[src/hw/rtl/dsfd_pkg.sv]
// shared types, constants and the crc step for the dle stuffed frame decoder
// no dependencies
`timescale 1ns / 1ps

package dsfd_pkg;

  // decoded data byte counter width
  localparam int COUNT_BITS = 16;
  localparam int COUNT_OUT_BITS = 16;
  localparam int CAP_BITS = 16;

  // result queue between decoder and emitter
  localparam int QUEUE_DEPTH = 4;
  localparam int QUEUE_AW = $clog2(QUEUE_DEPTH);

  // control symbols
  localparam logic [7:0] DLE_CODE = 8'h10;
  localparam logic [7:0] STX_CODE = 8'h02;
  localparam logic [7:0] ETX_CODE = 8'h03;
  localparam logic [15:0] CRC_POLY = 16'hA001;

  // shortest buffer: start pair, end pair and the check bytes
  localparam logic [2:0] MIN_LEN_BCC = 3'd5;
  localparam logic [2:0] MIN_LEN_CRC = 3'd6;
  localparam logic [2:0] WIRE_CNT_MAX = 3'd6;

  // configuration register indexes
  localparam logic CFG_USE_CRC = 1'b0;
  localparam logic CFG_DATA_CAP = 1'b1;

  typedef enum logic [2:0] {
    PH_START0,
    PH_START1,
    PH_DATA,
    PH_ESC,
    PH_CHK0,
    PH_CHK1,
    PH_DONE
  } phase_e;

  typedef enum logic [2:0] {
    ST_OK       = 3'd0,
    ST_SHORT    = 3'd1,
    ST_BADSTART = 3'd2,
    ST_BADCTRL  = 3'd3,
    ST_OVERFLOW = 3'd4,
    ST_NOEND    = 3'd5,
    ST_NOCHECK  = 3'd6,
    ST_MISMATCH = 3'd7
  } status_e;

  // one queue entry: the results caused by one wire byte
  typedef struct packed {
    logic                      has_data;
    logic [7:0]                data_byte;
    logic                      has_verdict;
    status_e                   status;
    logic [COUNT_OUT_BITS-1:0] count;
  } entry_t;

  // reflected crc-16 update over one byte
  function automatic logic [15:0] crc_byte(input logic [15:0] crc, input logic [7:0] b);
    logic [15:0] c;
    c = crc ^ {8'h00, b};
    for (int k = 0; k < 8; k++) begin
      c = c[0] ? ((c >> 1) ^ CRC_POLY) : (c >> 1);
    end
    return c;
  endfunction

endpackage

[src/hw/rtl/dsfd_if.sv]
// handshake channel interfaces: wire bytes in, results out, register writes
// depends on dsfd_pkg
`timescale 1ns / 1ps

interface dsfd_in_if;
  logic       valid;
  logic       ready;
  logic [7:0] wire_byte;
  logic       buffer_end;
  modport source (output valid, output wire_byte, output buffer_end, input ready);
  modport sink (input valid, input wire_byte, input buffer_end, output ready);
endinterface

interface dsfd_out_if;
  logic        valid;
  logic        ready;
  logic        is_verdict;
  logic [7:0]  data_byte;
  logic [2:0]  status;
  logic [15:0] data_count;
  modport source (output valid, output is_verdict, output data_byte, output status,
                  output data_count, input ready);
  modport sink (input valid, input is_verdict, input data_byte, input status,
                input data_count, output ready);
endinterface

interface dsfd_cfg_if;
  logic        valid;
  logic        ready;
  logic        index;
  logic [15:0] data;
  modport source (output valid, output index, output data, input ready);
  modport sink (input valid, input index, input data, output ready);
endinterface

[src/hw/rtl/dsfd_front.sv]
// decoder front: takes wire bytes, unstuffs, checks and forms queue entries
// depends on dsfd_pkg
`timescale 1ns / 1ps

module dsfd_front import dsfd_pkg::*; (
  input  logic                clk_i,
  input  logic                rst_ni,
  input  logic                use_crc_i,
  input  logic [CAP_BITS-1:0] data_cap_i,
  input  logic                in_valid_i,
  output logic                in_ready_o,
  input  logic [7:0]          wire_byte_i,
  input  logic                buffer_end_i,
  input  logic                q_full_i,
  output logic                push_o,
  output entry_t              entry_o
);

  localparam logic [COUNT_BITS-1:0] COUNT_MAX = '1;

  phase_e                phase_q, phase_d;
  logic [15:0]           crc_q, crc_d;
  logic [7:0]            sum_q, sum_d;
  logic [COUNT_BITS-1:0] cnt_q, cnt_d;
  logic [2:0]            wcnt_q, wcnt_d;
  status_e               err_q, err_d;
  logic [7:0]            lo_q, lo_d;
  logic                  accept;
  logic                  ovf;
  logic [2:0]            need;
  status_e               verdict;

  assign in_ready_o = !q_full_i;
  assign accept     = in_valid_i && !q_full_i;

  // data byte overflows at the capacity or at a full counter
  assign ovf = (32'(cnt_q) >= 32'(data_cap_i)) || (cnt_q == COUNT_MAX);

  // decode step for one byte
  always_comb begin
    phase_d = phase_q;
    crc_d   = crc_q;
    sum_d   = sum_q;
    cnt_d   = cnt_q;
    wcnt_d  = (wcnt_q < WIRE_CNT_MAX) ? wcnt_q + 3'd1 : wcnt_q;
    err_d   = err_q;
    lo_d    = lo_q;
    verdict = ST_OK;
    need    = use_crc_i ? MIN_LEN_CRC : MIN_LEN_BCC;
    entry_o = '0;
    entry_o.data_byte = wire_byte_i;

    unique case (phase_q)
      PH_START0: begin
        if (wire_byte_i == DLE_CODE) begin
          phase_d = PH_START1;
        end else begin
          if (err_q == ST_OK) err_d = ST_BADSTART;
          phase_d = PH_DONE;
        end
      end
      PH_START1: begin
        if (wire_byte_i == STX_CODE) begin
          phase_d = PH_DATA;
        end else begin
          if (err_q == ST_OK) err_d = ST_BADSTART;
          phase_d = PH_DONE;
        end
      end
      PH_DATA, PH_ESC: begin
        if (phase_q == PH_DATA && wire_byte_i == DLE_CODE) begin
          phase_d = PH_ESC;
        end else if (phase_q == PH_ESC && wire_byte_i == ETX_CODE) begin
          crc_d   = crc_byte(crc_q, ETX_CODE);
          phase_d = PH_CHK0;
        end else if (phase_q == PH_ESC && wire_byte_i != DLE_CODE) begin
          if (err_q == ST_OK) err_d = ST_BADCTRL;
          phase_d = PH_DONE;
        end else if (ovf) begin
          if (err_q == ST_OK) err_d = ST_OVERFLOW;
          phase_d = PH_DONE;
        end else begin
          entry_o.has_data = 1'b1;
          cnt_d   = cnt_q + 1'b1;
          crc_d   = crc_byte(crc_q, wire_byte_i);
          sum_d   = sum_q + wire_byte_i;
          phase_d = PH_DATA;
        end
      end
      PH_CHK0: begin
        if (use_crc_i) begin
          lo_d    = wire_byte_i;
          phase_d = PH_CHK1;
        end else begin
          if (wire_byte_i != 8'(8'd0 - sum_q) && err_q == ST_OK) err_d = ST_MISMATCH;
          phase_d = PH_DONE;
        end
      end
      PH_CHK1: begin
        if ({wire_byte_i, lo_q} != crc_q && err_q == ST_OK) err_d = ST_MISMATCH;
        phase_d = PH_DONE;
      end
      default: begin
      end
    endcase

    // verdict on the buffer's last byte
    if (wcnt_d < need) begin
      verdict = ST_SHORT;
    end else if (err_d != ST_OK) begin
      verdict = err_d;
    end else if (phase_d == PH_CHK0 || phase_d == PH_CHK1) begin
      verdict = (use_crc_i || phase_d == PH_CHK0) ? ST_NOCHECK : ST_OK;
    end else if (phase_d == PH_DONE) begin
      verdict = ST_OK;
    end else begin
      verdict = ST_NOEND;
    end
    entry_o.has_verdict = buffer_end_i;
    entry_o.status      = verdict;
    entry_o.count       = COUNT_OUT_BITS'(cnt_d);

    // last byte returns everything to the start
    if (buffer_end_i) begin
      phase_d = PH_START0;
      crc_d   = '0;
      sum_d   = '0;
      cnt_d   = '0;
      wcnt_d  = '0;
      err_d   = ST_OK;
      lo_d    = '0;
    end
  end

  assign push_o = accept && (entry_o.has_data || buffer_end_i);

  // decoder state
  always_ff @(posedge clk_i or negedge rst_ni) begin
    if (!rst_ni) begin
      phase_q <= PH_START0;
      crc_q   <= '0;
      sum_q   <= '0;
      cnt_q   <= '0;
      wcnt_q  <= '0;
      err_q   <= ST_OK;
      lo_q    <= '0;
    end else if (accept) begin
      phase_q <= phase_d;
      crc_q   <= crc_d;
      sum_q   <= sum_d;
      cnt_q   <= cnt_d;
      wcnt_q  <= wcnt_d;
      err_q   <= err_d;
      lo_q    <= lo_d;
    end
  end

endmodule

[src/hw/rtl/dsfd_queue.sv]
// small entry queue between decoder front and result emitter
// depends on dsfd_pkg
`timescale 1ns / 1ps

module dsfd_queue import dsfd_pkg::*; (
  input  logic   clk_i,
  input  logic   rst_ni,
  input  logic   push_i,
  input  entry_t wdata_i,
  input  logic   pop_i,
  output entry_t rdata_o,
  output logic   not_empty_o,
  output logic   full_o
);

  entry_t              mem_q [QUEUE_DEPTH];
  logic [QUEUE_AW-1:0] wr_q, rd_q;
  logic [QUEUE_AW:0]   cnt_q;

  assign not_empty_o = cnt_q != '0;
  assign full_o      = cnt_q == (QUEUE_AW + 1)'(QUEUE_DEPTH);
  assign rdata_o     = mem_q[rd_q];

  // entry storage
  always_ff @(posedge clk_i) begin
    if (push_i) mem_q[wr_q] <= wdata_i;
  end

  // pointers and fill count
  always_ff @(posedge clk_i or negedge rst_ni) begin
    if (!rst_ni) begin
      wr_q  <= '0;
      rd_q  <= '0;
      cnt_q <= '0;
    end else begin
      if (push_i) wr_q <= wr_q + 1'b1;
      if (pop_i) rd_q <= rd_q + 1'b1;
      if (push_i && !pop_i) cnt_q <= cnt_q + 1'b1;
      else if (pop_i && !push_i) cnt_q <= cnt_q - 1'b1;
    end
  end

endmodule

[src/hw/rtl/dsfd_emit.sv]
// result emitter: expands queue entries into data and verdict transfers
// depends on dsfd_pkg
`timescale 1ns / 1ps

module dsfd_emit import dsfd_pkg::*; (
  input  logic                      clk_i,
  input  logic                      rst_ni,
  input  entry_t                    head_i,
  input  logic                      not_empty_i,
  output logic                      pop_o,
  output logic                      out_valid_o,
  input  logic                      out_ready_i,
  output logic                      is_verdict_o,
  output logic [7:0]                data_byte_o,
  output logic [2:0]                status_o,
  output logic [COUNT_OUT_BITS-1:0] data_count_o
);

  entry_t cur_q;
  logic   vld_q;
  logic   xfer;
  logic   split;
  logic   done;

  assign xfer  = vld_q && out_ready_i;
  // data byte goes first when an entry holds both
  assign split = cur_q.has_data && cur_q.has_verdict;
  assign done  = xfer && !split;
  assign pop_o = (!vld_q || done) && not_empty_i;

  assign out_valid_o  = vld_q;
  assign is_verdict_o = !cur_q.has_data;
  assign data_byte_o  = cur_q.has_data ? cur_q.data_byte : 8'd0;
  assign status_o     = cur_q.has_data ? 3'(ST_OK) : 3'(cur_q.status);
  assign data_count_o = cur_q.has_data ? '0 : cur_q.count;

  // current entry register
  always_ff @(posedge clk_i or negedge rst_ni) begin
    if (!rst_ni) begin
      vld_q <= 1'b0;
      cur_q <= '0;
    end else if (pop_o) begin
      vld_q <= 1'b1;
      cur_q <= head_i;
    end else if (done) begin
      vld_q <= 1'b0;
    end else if (xfer) begin
      cur_q.has_data <= 1'b0;
    end
  end

endmodule

[src/hw/rtl/dle_stuffed_frame_decoder.sv]
// DLE stuffed frame decoder, top level: front decoder, entry queue, emitter
// depends on dsfd_pkg, dsfd_if, dsfd_front, dsfd_queue, dsfd_emit
`timescale 1ns / 1ps

// The decoder takes one wire byte per cycle on rx_i, checks DLE STX, unstuffs
// doubled DLE, stops data at DLE ETX and checks a BCC or a CRC-16 as use_crc
// selects. Each decoded data byte leaves on res_o as a data transfer; the
// buffer's last byte (buffer_end) yields a verdict transfer with the status
// and the data byte count, after which the decoder is back at the start.
// The front decoder handles one byte per cycle; a four-entry queue holds the
// results of recent bytes, and the emitter sends one transfer per cycle while
// res_o is ready, a data transfer first when a last byte carries both. rx_i
// stalls only when that queue fills. The user must write registers on cfg_i
// only while the block is idle, which it does not enforce; they act at once.
module dle_stuffed_frame_decoder import dsfd_pkg::*; (
  input  logic       clk_i,
  input  logic       rst_ni,
  dsfd_in_if.sink    rx_i,
  dsfd_out_if.source res_o,
  dsfd_cfg_if.sink   cfg_i
);

  logic                use_crc_q;
  logic [CAP_BITS-1:0] data_cap_q;
  logic                push;
  logic                pop;
  logic                q_full;
  logic                q_not_empty;
  entry_t              wr_entry;
  entry_t              head;

  // configuration registers
  assign cfg_i.ready = 1'b1;
  always_ff @(posedge clk_i or negedge rst_ni) begin
    if (!rst_ni) begin
      use_crc_q  <= 1'b0;
      data_cap_q <= '1;
    end else if (cfg_i.valid) begin
      unique case (cfg_i.index)
        CFG_USE_CRC:  use_crc_q  <= cfg_i.data[0];
        CFG_DATA_CAP: data_cap_q <= cfg_i.data[CAP_BITS-1:0];
        default: begin
        end
      endcase
    end
  end

  dsfd_front u_front (
    .clk_i        (clk_i),
    .rst_ni       (rst_ni),
    .use_crc_i    (use_crc_q),
    .data_cap_i   (data_cap_q),
    .in_valid_i   (rx_i.valid),
    .in_ready_o   (rx_i.ready),
    .wire_byte_i  (rx_i.wire_byte),
    .buffer_end_i (rx_i.buffer_end),
    .q_full_i     (q_full),
    .push_o       (push),
    .entry_o      (wr_entry)
  );

  dsfd_queue u_queue (
    .clk_i       (clk_i),
    .rst_ni      (rst_ni),
    .push_i      (push),
    .wdata_i     (wr_entry),
    .pop_i       (pop),
    .rdata_o     (head),
    .not_empty_o (q_not_empty),
    .full_o      (q_full)
  );

  dsfd_emit u_emit (
    .clk_i        (clk_i),
    .rst_ni       (rst_ni),
    .head_i       (head),
    .not_empty_i  (q_not_empty),
    .pop_o        (pop),
    .out_valid_o  (res_o.valid),
    .out_ready_i  (res_o.ready),
    .is_verdict_o (res_o.is_verdict),
    .data_byte_o  (res_o.data_byte),
    .status_o     (res_o.status),
    .data_count_o (res_o.data_count)
  );

endmodule
[src/flat_wrapper.sv]
// flat-port wrapper written by rule: the top's interface ports become plain ports
module dle_stuffed_frame_decoder_flat import dsfd_pkg::*;
  (clk_i, rst_ni, rx_i_valid, rx_i_wire_byte, rx_i_buffer_end, rx_i_ready, res_o_valid, res_o_is_verdict, res_o_data_byte, res_o_status, res_o_data_count, res_o_ready, cfg_i_valid, cfg_i_index, cfg_i_data, cfg_i_ready);
  dsfd_in_if rx_i_i ();
  dsfd_out_if res_o_i ();
  dsfd_cfg_if cfg_i_i ();
  input  logic clk_i;
  input  logic rst_ni;
  input wire logic [$bits(rx_i_i.valid)-1:0] rx_i_valid;
  input wire logic [$bits(rx_i_i.wire_byte)-1:0] rx_i_wire_byte;
  input wire logic [$bits(rx_i_i.buffer_end)-1:0] rx_i_buffer_end;
  output wire logic [$bits(rx_i_i.ready)-1:0] rx_i_ready;
  output wire logic [$bits(res_o_i.valid)-1:0] res_o_valid;
  output wire logic [$bits(res_o_i.is_verdict)-1:0] res_o_is_verdict;
  output wire logic [$bits(res_o_i.data_byte)-1:0] res_o_data_byte;
  output wire logic [$bits(res_o_i.status)-1:0] res_o_status;
  output wire logic [$bits(res_o_i.data_count)-1:0] res_o_data_count;
  input wire logic [$bits(res_o_i.ready)-1:0] res_o_ready;
  input wire logic [$bits(cfg_i_i.valid)-1:0] cfg_i_valid;
  input wire logic [$bits(cfg_i_i.index)-1:0] cfg_i_index;
  input wire logic [$bits(cfg_i_i.data)-1:0] cfg_i_data;
  output wire logic [$bits(cfg_i_i.ready)-1:0] cfg_i_ready;
  assign rx_i_i.valid = rx_i_valid;
  assign rx_i_i.wire_byte = rx_i_wire_byte;
  assign rx_i_i.buffer_end = rx_i_buffer_end;
  assign rx_i_ready = rx_i_i.ready;
  assign res_o_valid = res_o_i.valid;
  assign res_o_is_verdict = res_o_i.is_verdict;
  assign res_o_data_byte = res_o_i.data_byte;
  assign res_o_status = res_o_i.status;
  assign res_o_data_count = res_o_i.data_count;
  assign res_o_i.ready = res_o_ready;
  assign cfg_i_i.valid = cfg_i_valid;
  assign cfg_i_i.index = cfg_i_index;
  assign cfg_i_i.data = cfg_i_data;
  assign cfg_i_ready = cfg_i_i.ready;
  dle_stuffed_frame_decoder u_core (.clk_i(clk_i), .rst_ni(rst_ni), .rx_i(rx_i_i), .res_o(res_o_i), .cfg_i(cfg_i_i));
endmodule
[config.mk]
export PLATFORM = sky130hd
export DESIGN_NAME = dle_stuffed_frame_decoder_flat
export DESIGN_NICKNAME = d
export VERILOG_FILES = /design/src/hw/rtl/dsfd_pkg.sv /design/src/hw/rtl/dsfd_if.sv /design/src/hw/rtl/dsfd_front.sv /design/src/hw/rtl/dsfd_queue.sv /design/src/hw/rtl/dsfd_emit.sv /design/src/hw/rtl/dle_stuffed_frame_decoder.sv /design/src/flat_wrapper.sv
export SDC_FILE = /design/constraint.sdc
export NUM_CORES = 1
export LEC_CHECK = 0
export BUFFER_PORTS_ARGS = -buffer_cell sky130_fd_sc_hd__buf_2
export CORE_MARGIN = 4
export CORE_UTILIZATION = 55
export DETAILED_ROUTE_END_ITERATION = 6
export MAX_ROUTING_LAYER = met4
export PLACE_DENSITY = 0.83
export REMOVE_ABC_BUFFERS = 1
export SKIP_LAST_GASP = 1
export SLEW_MARGIN = 15
export SYNTH_ARGS = -nofsm -noshare
export SYNTH_HDL_FRONTEND = slang
export SYNTH_SLANG_ARGS = --single-unit
export TNS_END_PERCENT = 10
[constraint.sdc]
create_clock -name clk_i -period 2.8 [get_ports clk_i]
set_input_delay 0.28 -clock clk_i [delete_from_list [all_inputs] [get_ports clk_i]]
set_output_delay 0.28 -clock clk_i [all_outputs]
set_load 0.01 [all_outputs]
; ---- Word-level counts from Yosys, hierarchy flattened
; Memory sizes are Yosys's and may differ from the RTL's.
; Cells that the tools add are included.
[classes]
addsub = 8
magnitude_cmp = 3
eq_ne = 23
muxes = 85
bitwise = 19
reduce_logical = 41
[ops]
columns = cell, count
row1 = $mux 16, 29
row2 = $mux 3, 30
row3 = $mux 8, 10
row4 = $not 2->3, 16
row5 = $pmux 3 s5, 2
row6 = $eq 3x3->1 const B, 6
row7 = $add 16x1->16 const B, 1
row8 = $eq 16x16->1 const B, 1
row9 = $eq 8x2->1 const B, 2
row10 = $ge 16x16->1, 1
row11 = $ne 16x16->1, 1
row12 = $xor 16x8->16, 1
row13 = $logic_and 1x1->1, 13
row14 = $mux 1, 12
row15 = $reduce_bool 2->1, 6
row16 = $add 8x8->8, 1
row17 = $eq 8x5->1 const B, 1
row18 = $ne 2x2->1 const B, 4
row19 = $ne 8x5->1 const B, 1
row20 = $ne 8x8->1, 1
row21 = $sub 1x8->8 const A, 1
row22 = $add 3x1->3 const B, 2
row23 = $eq 3x2->1 const B, 2
row24 = $logic_not 1->1, 6
row25 = 19 further kinds, 29
[totals]
regBits = 111
ram_bits = 116
inputBits = 31
output_inout_bits = 31
wordCells = 198
n_memories = 1
[memory_table]
columns = name, depth, word_bits, rd, rd_ports_with_merged_regs, wr, line
row1 = u_core.u_queue.mem_q, 4, 29, 1, 0, 1, dsfd_queue.sv:16  ; entry_t mem_q [QUEUE_DEPTH];

; ---- Logic depth before layout (Yosys ltp)
[depth]
depth_word = 23
mapped_depth = 15
depth_no_buf = 14

; ---- Modules after synthesis
; From an unflattened synthesis, not the netlist that was laid out.
[hier_totals]
hier_cells = 807
hier_area_um2 = 10996.8
[by_module_without_submodules]
columns = module, n_inst, cells_each, area_each_um2, seq_area_each_um2
row1 = dsfd_queue, 1, 185, 4579.4, 3658.5
row2 = dsfd_front, 1, 479, 4309.1, 1426.4
row3 = dsfd_emit, 1, 104, 1385.1, 750.7
row4 = dle_stuffed_frame_decoder, 1, 39, 723.2, 445.4

; ---- Least setup slack after synthesis
; OpenSTA, ideal clock, no wires.
[synth_path]
path_type = input port to flip-flop
startpoint = input port rx_i_wire_byte[2]
endpoint = memory u_core.u_queue.mem_q[0][0] (netlist name) (enable)
setup_ns = 0.389
t_arrival_ns = 3.200
required_ns = 2.411
path_slack_ns = -0.789
stages = 9
path_buffers = 2
cell_sequence = buf_2 > or4_1 > or4_4 > and2_4 > nor3_4 > and2_1 > o21a_2 > buf_4 > and2_1
[synth_between]
elab_chain_len = 10
word_cells_on_any_way = 14
cone_classes = eq/ne: 3 / mux: 6 / reduce/logical: 5
[synth_lines]
columns = element, line
row1 = start: declaration, flat_wrapper.sv:10  ; input wire logic [$bits(rx_i_i.wire_byte)-1:0] rx_i_wire_byte;
row2 = $ne 8x5->1, dsfd_front.sv:76  ; end else if (phase_q == PH_ESC && wire_byte_i != DLE_CODE) begin
row3 = $logic_and 1x1->1, dsfd_front.sv:76
row4 = $mux 1, dsfd_front.sv:76
row5 = $mux 1, dsfd_front.sv:73  ; end else if (phase_q == PH_ESC && wire_byte_i == ETX_CODE) begin
row6 = $mux 1 *, dsfd_front.sv:71  ; if (phase_q == PH_DATA && wire_byte_i == DLE_CODE) begin
row7 = $mux 1 *, dsfd_front.sv:53  ; unique case (phase_q)
row8 = $logic_or 1x1->1 *, dsfd_front.sv:135  ; assign push_o = accept && (entry_o.has_data || buffer_end_i);
row9 = $logic_and 1x1->1 *, dsfd_front.sv:135
row10 = named net u_core.push, dle_stuffed_frame_decoder.sv:25  ; logic push;
row11 = $mux 1 *, dsfd_queue.sv:26  ; if (push_i) mem_q[wr_q] <= wdata_i;
row12 = $mux 1 (not written as such) *, dsfd_queue.sv:26
row13 = end: declaration, dsfd_queue.sv:16
; The timed path passes the listed nets; every way through them passes the cells marked *.

==> flow_metrics.tcl <==
set metrics [dict create \
    rsz0062_at_grt "true" \
    final_cell_mix "116 x edfxtp_1, 94 x dfrtp_1, 93 x buf_4" \
    drv_cap 0 \
    ys_async_sr_fraction_pct 48.90 \
    design.die.area_sq_um 22110 \
    globalplace.congestion 0.8794 \
    dp_hpwl_mm 16.06 \
    end_kind "flop" \
    syn_area_per_cell_sq_um 13.39 \
    worstSetupEndpoint "u_core.u_queue.mem_q[1][18]" \
    timing.final.crit_share_pct 109.9 \
    worstSkewPairLatency_ps 510 \
    die_width_microns 148.7 \
    clk_pin_slew_ps 60 \
    arrival_ps 3330 \
    grt_max_degree 86 \
    reg2reg_depth 11 \
    grt_pass1_vias 7549 \
    antenna_left 0 \
    firstDrtPassIters 5 \
    r2r-start "u_core.data_cap_q[11]" \
    port_buffers 60 \
    synth_area_sq_um 10890 \
    fin_skew_ps 7.684 \
    syn_to_final_growth_pct 22.15 \
    worst_setup_path_start_kind "flop" \
    cts_max_level 1 \
    core_area_sq_um 19460 \
    cts_sinks 227 \
    row_count 51 \
    fin_nets 1033 \
    drive_above_1_share_pct 35.33 \
    slew_viol_final 0 \
    violations "negative setup slack" \
    routed_wirelength_mm 24.53 \
    p_total_mw 12.92 \
    setup_violations 170 \
    ys_warn_count 0 \
    drc 0 \
    synth_edf_count 116 \
    irDropWorstVdd_uv 437.8 \
    reg2reg_slack_ps -280 \
    grt-ovfl-total 0 \
    clockBufferDepth 3 \
    hold_viol 0 \
    vias_per_cell 5.803 \
    relSlewSlack_pct 39.40 \
    dp.cells 1189 \
    vias 7254 \
    tritoncts "built" \
    fmax_mhz 325.0 \
    worstPathMaxFanout 6 \
    final.setup.worst_slack_ps -277.1 \
    worst_pin_slew_ps 902.1 \
    dpl_worst_slack_ps -775.6 \
    dpl_cell_area_sq_um 12130 \
    yosys_most_used_dff "edfxtp_1" \
    ys_types 68 \
    die_h_microns 148.7 \
    synth_cells 813 \
    track_usage_pct 23.11 \
    worstSetupPathType "flop to flop" \
    yosysSeqAreaShare_pct 57.68 \
    antenna_found_initial 0 \
    ys_seq_elements 227 \
    crit_required_ps 3050 \
    final_common_cell "edfxtp_1" \
    worstSetupStartpoint "u_core.data_cap_q[11]" \
    status "finished with violations" \
    ios 62 \
    instances_no_fill 1250 \
    grt_first_pass_wirelength_mm 39.74 \
    fillCellCount 1293 \
    diodes 0 \
    drt_iter0_drc 494 \
    cts-buffers-inserted 23 \
    total_leakage_power_nw 5.390 \
    worstHoldPathType "primary input to flop" \
    fin_area_sq_um 13300 \
    post_drt_wl_per_cell_microns 19.62 \
    final.min_clock_period_ps 3077 \
    r2r_end "u_core.u_queue.mem_q[1][18]" \
    p_per_area_nw_per_um2 971.2 \
    cts_root_buf "clkbuf_16" \
    start_util_pct 55.95 \
    setup_tns_ps -14900 \
]
## power by group
part | switching, mW | total, mW | internal (mW)
Combinational | 2.47 | 4.99 | 2.52
Clock | 1.31 | 2.93 | 1.63
Sequential | 0.568 | 4.99 | 4.43
Total | 4.35 | 12.9 | 8.57
## state kept, by name, summed over array words and instances (netlist names)
| signal | count |
|---|---|
| u_core.u_front.err_q | 3 |
| u_core.u_queue.wr_q | 2 |
| u_core.u_queue.mem_q | 116 |
| u_core.u_queue.cnt_q | 3 |
| u_core.u_front.wcnt_q | 3 |
| u_core.u_front.crc_q | 16 |
| u_core.u_front.phase_q | 3 |
| u_core.data_cap_q | 16 |
| u_core.u_emit.cur_q | 29 |
| u_core.u_front.sum_q | 8 |
| u_core.u_front.lo_q | 8 |
| u_core.use_crc_q | 1 |
| u_core.u_emit.out_valid_o | 1 |
| u_core.u_queue.rd_q | 2 |
| u_core.u_front.cnt_q | 16 |
## repair_timing
item	4_1_cts	5_1_grt
hold buffers	8	0
pin swaps	21	7
buffers inserted	3	9
resized for setup	39	21
endpoints found under the hold margin	33	0
setup endpoints to repair	238	201
## worst max-delay path: stages, from the launching register on
cell,delay [ps]
dfstp_2,540
inv_2,40
ha_4,260
and4_4,240
nand2_4,60
a2111oi_4,330
nor3_4,90
buf_4,150
buf_6,130
o31a_1,280
or3_1,400
a32o_2,310
## worst min-delay path by stage
| stage | startpoint | to | slack, ps | depth (start not counted) |
|---|---|---|---|---|
| after floorplan | rst_ni | u_core.u_emit.cur_q[0] | -20 | 0 |
| after global placement | rst_ni | u_core.u_emit.cur_q[20] | 230 | 1 |
| after detailed placement | rst_ni | u_core.u_emit.cur_q[24] | 230 | 1 |
| after CTS | cfg_i_data[5] | u_core.data_cap_q[5] | 0.06 | 2 |
| after global routing | cfg_i_data[1] | u_core.data_cap_q[1] | 0.9 | 2 |
| final | cfg_i_data[10] | u_core.data_cap_q[10] | 10 | 2 |
## cell usage after synthesis (all sizes together) (5+ instances only)
cell type | number | area [sq um]
and2 | 18 | 115.1
a31oi | 5 | 31.28
a21oi | 20 | 100.1
clkbuf | 30 | 112.6
inv | 37 | 138.9
nor4 | 6 | 37.54
a2111oi | 6 | 52.55
o21ai | 23 | 115.1
mux4 | 29 | 653.1
xor2 | 37 | 324.1
nor3 | 15 | 86.34
nand3 | 12 | 77.58
dfstp | 16 | 420.4
o211ai | 6 | 45.04
a22o | 25 | 219.0
buf | 9 | 47.54
or4 | 10 | 78.82
nand2 | 36 | 135.1
ha | 32 | 400.4
dfrtp | 95 | 2377
nand4 | 10 | 62.56
o2bb2ai | 5 | 43.79
xnor2 | 36 | 315.3
nor2 | 37 | 141.4
edfxtp | 116 | 3483
mux2 | 52 | 585.6
nand2b | 6 | 37.54
nor2b | 24 | 150.1
## routing by layer
metal  wire length [microns]  vias to the layer above  track usage [%]  share of wire [%]
met3                    1353                       54            3.473                5.5
met5                       0                        -                -                  0
met4                     629                        0            6.882                2.6
li1                        -                     3345                -                  -
met2                   12300                      252            37.76                 50
met1                   10250                     3603            30.44                 42
## cell type report
type	count	area, sq um	share of cell area (%)
clock buffers	26	586.8	4.412
clock inverters	16	137.6	1.035
inverters	38	142.6	1.072
multi-input cells	509	4599	34.58
flip-flops and latches	227	6282	47.23
well taps	265	331.6	2.493
repair buffers	169	1221	9.181
## metrics by stage
| stage | hold WS [ps] | utilization [%] |
|---|---|---|
| after global placement | 225.5 | 62.31 |
| after CTS | 0.06256 | 67.47 |
| after detailed placement | 231.0 | 62.31 |
| final | 10.18 | 68.34 |
| after floorplan | -15.59 | - |
| after global routing | 0.9437 | 68.34 |
## logic make-up after synthesis
| logic type | after synthesis | synth area share [%] |
|---|---|---|
| fa+ha+maj | 34 | 4.045 |
| mux | 81 | 11.38 |
| buf+inv | 77 | 2.781 |
| compound gates | 127 | 8.469 |
| other cells | 1 | 0.03444 |
| simple gates | 193 | 9.744 |
| flops | 227 | 57.68 |
| xor+xnor | 73 | 5.872 |
Power figures use the tool's default switching activity.
